[src/hw/rtl/gwmf_pkg.sv]
// ----------------------------------------------------------------------------
// gwmf_pkg
// shared types and constants of the gray window mode filter
// ----------------------------------------------------------------------------
package gwmf_pkg;

   localparam int DEF_MAX_WIDTH  = 64;
   localparam int DEF_MAX_HEIGHT = 64;
   localparam int DEF_MAX_RADIUS = 10;

   localparam int COORD_W    = 6;
   localparam int DIM_W      = 7;
   localparam int RAD_W      = 4;
   localparam int PIX_W      = 8;
   localparam int CNT_W      = 9;
   localparam int BINS       = 256;
   localparam int BIN_W      = 8;
   localparam int CSR_IDX_W  = 2;
   localparam int CSR_DATA_W = 7;
   localparam int WIDE_W     = 16;

   localparam logic [CSR_IDX_W-1:0] CSR_IMAGE_WIDTH   = 2'd0;
   localparam logic [CSR_IDX_W-1:0] CSR_IMAGE_HEIGHT  = 2'd1;
   localparam logic [CSR_IDX_W-1:0] CSR_WINDOW_RADIUS = 2'd2;

   localparam logic ACT_LOAD    = 1'b0;
   localparam logic ACT_COMPUTE = 1'b1;

   typedef enum logic [2:0] {
      ST_INIT,
      ST_IDLE,
      ST_SETUP,
      ST_ACCUM,
      ST_DRAIN,
      ST_SCAN,
      ST_FLUSH,
      ST_DONE
   } gwmf_state_type;

   typedef struct packed {
      logic load_we;
      logic capture;
      logic setup;
      logic issue;
      logic clear_bin;
      logic scan;
      logic out_load;
   } gwmf_cmd_type;

   typedef struct packed {
      logic win_empty;
      logic acc_last;
      logic pipe_busy;
      logic bin_last;
      logic out_free;
   } gwmf_status_type;

endpackage

[src/hw/rtl/gwmf_ctrl.sv]
// ----------------------------------------------------------------------------
// gwmf_ctrl
// sequencer: histogram clearing pass, window accumulation, bin scan, result
// ----------------------------------------------------------------------------
module gwmf_ctrl (
   input  logic                     clock,
   input  logic                     reset,
   input  logic                     req_valid,
   input  logic                     req_action,
   output logic                     req_ready,
   input  gwmf_pkg::gwmf_status_type status,
   output gwmf_pkg::gwmf_cmd_type    cmd
);
   import gwmf_pkg::*;

   gwmf_state_type state_ff, state_in;
   logic           accept;

   always_ff @(posedge clock) begin
      if (reset) begin
         state_ff <= ST_INIT;
      end else begin
         state_ff <= state_in;
      end
   end

   always_comb begin
      state_in  = state_ff;
      cmd       = '0;
      req_ready = 1'b0;
      accept    = 1'b0;
      case (state_ff)
         ST_INIT: begin
            cmd.clear_bin = 1'b1;
            if (status.bin_last) begin
               state_in = ST_IDLE;
            end
         end
         ST_IDLE: begin
            req_ready = 1'b1;
            accept    = req_valid;
            if (accept && (req_action == ACT_LOAD)) begin
               cmd.load_we = 1'b1;
            end
            if (accept && (req_action == ACT_COMPUTE)) begin
               cmd.capture = 1'b1;
               state_in    = ST_SETUP;
            end
         end
         ST_SETUP: begin
            cmd.setup = 1'b1;
            state_in  = ST_ACCUM;
         end
         ST_ACCUM: begin
            if (status.win_empty) begin
               state_in = ST_DRAIN;
            end else begin
               cmd.issue = 1'b1;
               if (status.acc_last) begin
                  state_in = ST_DRAIN;
               end
            end
         end
         ST_DRAIN: begin
            if (!status.pipe_busy) begin
               state_in = ST_SCAN;
            end
         end
         ST_SCAN: begin
            cmd.scan = 1'b1;
            if (status.bin_last) begin
               state_in = ST_FLUSH;
            end
         end
         ST_FLUSH: begin
            state_in = ST_DONE;
         end
         ST_DONE: begin
            if (status.out_free) begin
               cmd.out_load = 1'b1;
               state_in     = ST_IDLE;
            end
         end
         default: begin
            state_in = ST_INIT;
         end
      endcase
   end

endmodule

[config.mk]
export PLATFORM = sky130hd
export DESIGN_NAME = gwmf_ctrl
export DESIGN_NICKNAME = d
export VERILOG_FILES = /design/src/hw/rtl/gwmf_pkg.sv /design/src/hw/rtl/gwmf_ctrl.sv
export SDC_FILE = /design/constraint.sdc
export NUM_CORES = 1
export LEC_CHECK = 0
export ABC_AREA = 0
export BUFFER_PORTS_ARGS = -buffer_cell sky130_fd_sc_hd__buf_2
export CAP_MARGIN = 15
export CORE_AREA = 2 2 39 41
export CTS_CLUSTER_SIZE = 40
export DETAILED_ROUTE_END_ITERATION = 16
export DIE_AREA = 0 0 41 43
export PLACE_DENSITY = 0.56
export SETUP_SLACK_MARGIN = 0.3
export SLEW_MARGIN = 20
export SYNTH_ARGS = -nofsm -noshare
export SYNTH_HDL_FRONTEND = slang
export SYNTH_SLANG_ARGS = --single-unit
[constraint.sdc]
create_clock -name clock -period 1.1 [get_ports clock]
set_clock_uncertainty 0.1 [all_clocks]
set_input_delay 0.165 -clock clock [delete_from_list [all_inputs] [get_ports clock]]
set_output_delay 0.165 -clock clock [all_outputs]
set_load 0.01 [all_outputs]
==> Flow_metrics.wiki, run 1 <==
{| class="wikitable"
! Metric !! Value
|-
| Vias after detailed routing || 422
|-
| Height of the die || 43 um
|-
| Met2 track utilization from global routing || 20.3%
|-
| Leading area contributor after synthesis || sky130_fd_sc_hd__dfxtp_1
|-
| Combinational family with the most area after synthesis || simple AND/OR/NAND/NOR gates
|-
| Sum of routed wire length over all layers || 1.03 mm
|-
| Start point of the critical path || state_ff[2]
|-
| Clk slew on worst S/H paths || 0.04 ns
|-
| Crit path time final || 1.38 ns
|-
| Worst hold path startpoint || reset
|-
| Worst R2R Start || state_ff[2]
|-
| Largest reg by FF count || state_ff
|-
| PwrDens || 746 mW/mm^2
|-
| Final weighted congestion of routability-driven global placement || 0.632
|-
| Count of distinct cell types in the synthesized netlist || 22
|-
| Combined buffer and inverter count along the critical path || 1
|-
| Status || finished with violations
|-
| Slowest stage cell on the critical path || sky130_fd_sc_hd__dfxtp_4
|-
| Cells after Synth || 38
|-
| Final cell area excluding filler cells || 699 um^2
|-
| Most used cells in the layout excluding fill and tap cells || 13 x sky130_fd_sc_hd__buf_2, 11 x sky130_fd_sc_hd__buf_6, 9 x sky130_fd_sc_hd__buf_4, 4 x sky130_fd_sc_hd__nand2_1
|-
| Initial DRC count || 3
|-
| Worst reg-to-reg setup slack || -0.22 ns
|-
| Total number of placement rows || 14
|-
| Number of nets still failing antenna checks after routing || 0
|-
| Maximum number of pins on one net before global-route repair || 7
|-
| Transition time at the pin with the least slew margin || 0.266 ns
|-
| Number of cells in the finished layout apart from fillers || 89
|-
| Post-detailed-placement half-perimeter wirelength || 654 um
|-
| Cells along the critical path || nor3b_4 -> and3_4 -> buf_6
|-
| Launching element type of the critical path || flip-flop
|-
| Critical path capture point type || output pin
|-
| Area of the die || 0.00176 mm^2
|-
| Final global-route overflow total || 0
|-
| Register area share after synthesis || 19.8%
|-
| Via count of the first global-routing pass || 391
|-
| Critical Path RT || 0.83 ns
|-
| I/O Buffers || 16
|-
| TritonCTS Buffers || 3
|-
| Area of the mapped netlist || 304 um^2
|-
| GR Util met3 || 4.19%
|-
| R2R depth || 5
|-
| Maximum clock path buffer count || 2
|-
| Die X-Extent || 41 um
|-
| Fraction of post-synthesis cell area in the top cell type by area || 19.8%
|-
| Type of the worst setup path || flip-flop to output pin
|-
| Area post-placement || 464 um^2
|-
| Xor and xnor area share after synthesis || 0%
|-
| Final setup slack of the worst path || -0.282 ns
|-
| Mux contribution to synthesized area || 0%
|-
| Syn Area/Cell || 8.00 um^2
|-
| Logic depth of the worst setup path including buffers || 3
|-
| Maximum capacitance violations || 0
|-
| # nets final || 83
|-
| Arrival time of data at the critical path endpoint || 1.12 ns
|-
| Post-placement setup slack || -0.0767 ns
|-
| Top cells by area in the synthesized netlist || sky130_fd_sc_hd__dfxtp_1 20%, sky130_fd_sc_hd__a211oi_2 8.2%, sky130_fd_sc_hd__buf_6 7.4%
|-
| Vias per cell || 4.74
|-
| Number of sinks handled by clock tree synthesis || 3
|-
| Area of the placeable core || 0.00138 mm^2
|-
| Number of ports placed on the die boundary || 17
|-
| Average wire per cell in the routed design || 11.6 um
|-
| Final hold viol count || 0
|-
| Leading cell type in the layout, fill and taps excluded || sky130_fd_sc_hd__buf_2
|-
| Registers with the most flip-flops || state_ff: 3 flops
|-
| Final cycle utilization of the critical path || 126%
|-
| RSZ-0062 raised after global routing || true
|-
| Total of endpoints with negative setup slack in the final report || 11
|-
| Post-synthesis compound-gate area fraction || 28.8%
|-
| CTS HTree Levels || 1
|-
| Largest stage delay on the critical path || 0.36 ns
|-
| Register bit total from synthesis || 3
|-
| Failing checks || negative setup slack
|-
| Met1 routing resource usage after global routing || 12.2%
|-
| TritonCTS clock tree || done
|-
| Antenna diodes || 0
|-
| Combined global-route utilization of all metal layers || 12.4%
|-
| Initial Utilization || 22.0%
|-
| Cell count of the worst hold path || 2
|-
| Cells after DPL || 73
|-
| Static leakage || 0.301 nW
|-
| Number of antenna violations at the first check in global routing || 0
|-
| Critical Path Fanout Max || 4
|-
| Ratio of cells with drive above 1 in the final layout || 83.6%
|-
| Number of flip-flops under the largest register name || 3
|-
| Type of the tightest min-delay check || input port to flip-flop
|-
| Timing-limited maximum frequency || 723 MHz
|-
| Most crowded layer after global routing || met2
|-
| Warnings, synthesis || 0
|-
| Synthesized-area fraction occupied by adder cells || 0%
|-
| DRC errors left || 0
|-
| Number of search-and-repair iterations in the first detailed-routing pass || 4
|-
| Post-synthesis simple-gate area fraction || 37.4%
|-
| Clock root cell || sky130_fd_sc_hd__clkbuf_4
|-
| Number of pins with negative max-slew slack in the final report || 0
|-
| Highest ir drop seen on vdd || 438 uV
|-
| Crit path max-delay family || simple AND/OR/NAND/NOR gates
|-
| Nets in the synthesized netlist || 47
|-
| P&R area growth vs syn || 130%
|-
| Relative slew slack || 82.2%
|-
| Worst skew pair latency || 0.23 ns
|-
| Wire length of the first global-routing pass || 1.48 mm
|}
cells by family (layout without fill, tap and decap cells):
group,Yosys count,after routing
flops,3,3
compound gates,9,9
simple gates,20,20
buf+inv,6,41
metrics by stage:
stage / setup TNS, ns / total power, mW / hold slack (ns) / utilization [%]
after floorplan: -0.194 / 0.214 / 0.127 / -
after global placement: -0.256 / 0.264 / 0.288 / 33.5
after detailed placement: -0.284 / 0.264 / 0.288 / 33.5
after CTS: -1.93 / 0.501 / 0.0440 / 44.0
after global routing: -2.78 / 0.565 / 0.0405 / 50.5
final: -2.23 / 0.522 / 0.0501 / 50.5
cells in the mapped netlist (all sizes together):
master,n
inv,2
a32o,1
or3,1
and3,2
nand3,1
a211oi,2
nor2,3
o21ai,1
buf,3
nor2b,1
dfxtp,3
o2111ai,1
nand2,5
nor3,4
a2111oi,1
nand2b,1
o211ai,1
nor3b,2
clkinv,1
a21oi,2
timing repair:
action / 4_1_cts / 5_1_grt
pin swaps: 7 / 8
hold buffers: 0 / 0
gates resized for setup: 16 / 11
buffers inserted: 7 / 5
endpoints found under the setup margin: 11 / 11
power by group:
part | switching, mW | internal, mW | total, mW | leakage [nW]
Clock | 0.0531 | 0.136 | 0.189 | 0.0150
Sequential | 0.0113 | 0.113 | 0.125 | 0.0267
Combinational | 0.0900 | 0.118 | 0.208 | 0.260
per-layer routing:
metal	routed length, um	share of wire (%)	vias to the layer above
met3	63	6.1	0
met4	0	0	0
met1	359	35	204
met2	607	59	11
li1	-	-	207
met5	0	0	-
worst paths after layout:
path                       to
setup / recovery       cmd[5]
hold / removal    state_ff[0]
setup reg to reg  state_ff[1]
hold reg to reg   state_ff[0]
final cells by class:
type / count / area [um^2]
timing repair buffer: 34 / 277
multi-input combinational: 29 / 282
fill: 123 / 684
sequential: 3 / 71.3
inverter: 3 / 23.8
clock buffer: 4 / 26.3
tap: 16 / 20.0
Power figures use the tool's default switching activity.
==> run 2: changes to the inputs <==
==> constraint.sdc (replaced) <==
create_clock -name clock -period 1.1 [get_ports clock]
set_clock_uncertainty 0.1 [all_clocks]
set_input_delay 0.055 -clock clock [delete_from_list [all_inputs] [get_ports clock]]
set_output_delay 0.055 -clock clock [all_outputs]
set_load 0.01 [all_outputs]
==> Flow_metrics.wiki, run 2 (same netlist as run 1, synthesis figures left out) <==
{| class="wikitable"
! Metric !! Value
|-
| Status || finished with violations (unchanged)
|-
| Failing checks || negative hold slack, negative setup slack (was negative setup slack)
|-
| Maximum capacitance violations || 0 (unchanged)
|-
| Vias per cell || 4.64 (was 4.74)
|-
| Sum of routed wire length over all layers || 952 um (was 1.03 mm)
|-
| Total of endpoints with negative setup slack in the final report || 10 (was 11)
|-
| Wire length of the first global-routing pass || 1.54 mm (was 1.48 mm)
|-
| TritonCTS clock tree || done (unchanged)
|-
| Largest reg by FF count || state_ff (unchanged)
|-
| Start point of the critical path || state_ff[1] (was state_ff[2])
|-
| Die X-Extent || 41 um (unchanged)
|-
| Worst R2R Start || state_ff[2] (unchanged)
|-
| Launching element type of the critical path || flip-flop (unchanged)
|-
| Summed negative setup slack over all endpoints || -1.65 ns (was -2.23 ns)
|-
| Number of sinks handled by clock tree synthesis || 3 (unchanged)
|-
| Combined global-route utilization of all metal layers || 12.9% (was 12.4%)
|-
| Transition time at the pin with the least slew margin || 0.252 ns (was 0.266 ns)
|-
| Number of search-and-repair iterations in the first detailed-routing pass || 3 (was 4)
|-
| Antenna diodes || 0 (unchanged)
|-
| Number of antenna violations at the first check in global routing || 0 (unchanged)
|-
| Number of cells in the finished layout apart from fillers || 85 (was 89)
|-
| Area of the die || 0.00176 mm^2 (unchanged)
|-
| Number of ports placed on the die boundary || 17 (unchanged)
|-
| Average wire per cell in the routed design || 11.2 um (was 11.6 um)
|-
| Initial DRC count || 1 (was 3)
|-
| Clock root cell || sky130_fd_sc_hd__clkbuf_4 (unchanged)
|-
| Critical Path Fanout Max || 3 (was 4)
|-
| Crit path time final || 1.33 ns (was 1.38 ns)
|-
| CTS HTree Levels || 1 (unchanged)
|-
| Worst Hold Slack || -0.0584 ns (was 0.0501 ns)
|-
| R2R depth || 4 (was 5)
|-
| PwrDens || 780 mW/mm^2 (was 746 mW/mm^2)
|-
| Relative slew slack || 83.2% (was 82.2%)
|-
| DRC errors left || 0 (unchanged)
|-
| Maximum clock path buffer count || 2 (unchanged)
|-
| Power, Total || 0.498 mW (was 0.522 mW)
|-
| Total number of placement rows || 14 (unchanged)
|-
| Most used cells in the layout excluding fill and tap cells || 14 x sky130_fd_sc_hd__buf_2, 8 x sky130_fd_sc_hd__buf_6, 8 x sky130_fd_sc_hd__buf_4, 5 x sky130_fd_sc_hd__nand2_1, 3 x sky130_fd_sc_hd__clkbuf_4 (was 13 x sky130_fd_sc_hd__buf_2, 11 x sky130_fd_sc_hd__buf_6, 9 x sky130_fd_sc_hd__buf_4, 4 x sky130_fd_sc_hd__nand2_1)
|-
| Cells after DPL || 77 (was 73)
|-
| Via count of the first global-routing pass || 391 (unchanged)
|-
| Leading cell type in the layout, fill and taps excluded || sky130_fd_sc_hd__buf_2 (unchanged)
|-
| Post-layout utilization of the core || 46.1% (was 50.5%)
|-
| Critical path capture point type || output pin (unchanged)
|-
| Static leakage || 0.270 nW (was 0.301 nW)
|-
| Maximum number of pins on one net before global-route repair || 8 (was 7)
|-
| I/O Buffers || 16 (unchanged)
|-
| Clk slew on worst S/H paths || 0.04 ns (about the same)
|-
| Post-detailed-placement half-perimeter wirelength || 688 um (was 654 um)
|-
| Number of flip-flops under the largest register name || 3 (unchanged)
|-
| Ratio of cells with drive above 1 in the final layout || 76.8% (was 83.6%)
|-
| TritonCTS Buffers || 3 (unchanged)
|-
| Critical Path RT || 0.94 ns (was 0.83 ns)
|-
| Vias after detailed routing || 394 (was 422)
|-
| Worst skew pair latency || 0.23 ns (about the same)
|-
| Arrival time of data at the critical path endpoint || 1.18 ns (was 1.12 ns)
|-
| Final global-route overflow total || 0 (unchanged)
|-
| Type of the worst setup path || flip-flop to output pin (unchanged)
|-
| Number of pins with negative max-slew slack in the final report || 0 (unchanged)
|-
| Final weighted congestion of routability-driven global placement || 0.716 (was 0.632)
|-
| Final hold viol count || 2 (was 0)
|-
| Height of the die || 43 um (unchanged)
|-
| # nets final || 79 (was 83)
|-
| Number of nets still failing antenna checks after routing || 0 (unchanged)
|-
| Type of the tightest min-delay check || input port to flip-flop (unchanged)
|-
| Cell count of the worst hold path || 2 (unchanged)
|-
| P&R area growth vs syn || 110% (was 130%)
|-
| Highest ir drop seen on vdd || 455 uV (was 438 uV)
|-
| RSZ-0062 raised after global routing || true (unchanged)
|-
| Timing-limited maximum frequency || 750 MHz (was 723 MHz)
|-
| Final cycle utilization of the critical path || 121% (was 126%)
|-
| Registers with the most flip-flops || state_ff: 3 flops (unchanged)
|-
| Worst hold path startpoint || reset (unchanged)
|-
| Initial Utilization || 22.0% (unchanged)
|-
| Area of the placeable core || 0.00138 mm^2 (unchanged)
|-
| Final setup slack of the worst path || -0.233 ns (was -0.282 ns)
|}
[run 2: final timing paths]
kind                      end  slack (ns)
hold / removal    state_ff[2]       -0.06
setup / recovery       cmd[5]       -0.23
hold reg to reg   state_ff[2]        0.56
setup reg to reg  state_ff[1]       -0.14
[run 2: metrics by stage]
step           instance area [um^2]  worst slack, ns
2_1_floorplan                   353           0.0102
3_3_place_gp                    494          -0.0771
3_5_place_dp                    494          -0.0881
4_1_cts                         632           -0.250
5_1_grt                         638           -0.295
6_report                        638           -0.233
[run 2: report_power, final]
group / total [mW] / internal [mW] / switching (mW)
Sequential: 0.122 / 0.114 / 0.00878
Clock: 0.189 / 0.136 / 0.0529
Combinational: 0.186 / 0.0995 / 0.0870
Total: 0.498 / 0.349 / 0.149
[run 2: final cells by class]
| type | count | area [um^2] |
|---|---|---|
| Fill cell | 132 | 746 |
| Timing Repair Buffer | 30 | 220 |
| Clock buffer | 4 | 26.3 |
| Sequential cell | 3 | 68.8 |
| Multi-Input combinational cell | 29 | 287 |
| Inverter | 3 | 16.3 |
| Tap cell | 16 | 20.0 |
[run 2: worst max-delay path, cell delays in order (launching register included)]
cell and delay (ns):
sky130_fd_sc_hd__dfxtp_4 0.35, sky130_fd_sc_hd__buf_6 0.11, sky130_fd_sc_hd__nor3b_4 0.19, sky130_fd_sc_hd__and3_4 0.21
sky130_fd_sc_hd__buf_6 0.09
[run 2: what timing repair did]
item,CTS,global route
gates resized for setup,19,1
endpoints found under the hold margin,2,2
pin swaps,7,2
setup buffers,4,0
endpoints found under the setup margin,11,11
[run 2: per-layer routing]
layer,global-route usage (%),up-vias,wire length [um]
met1,14.5,187,413
met4,10.0,0,0
met3,1.57,0,42
met5,0,-,0
met2,20.3,9,497
li1,-,198,-
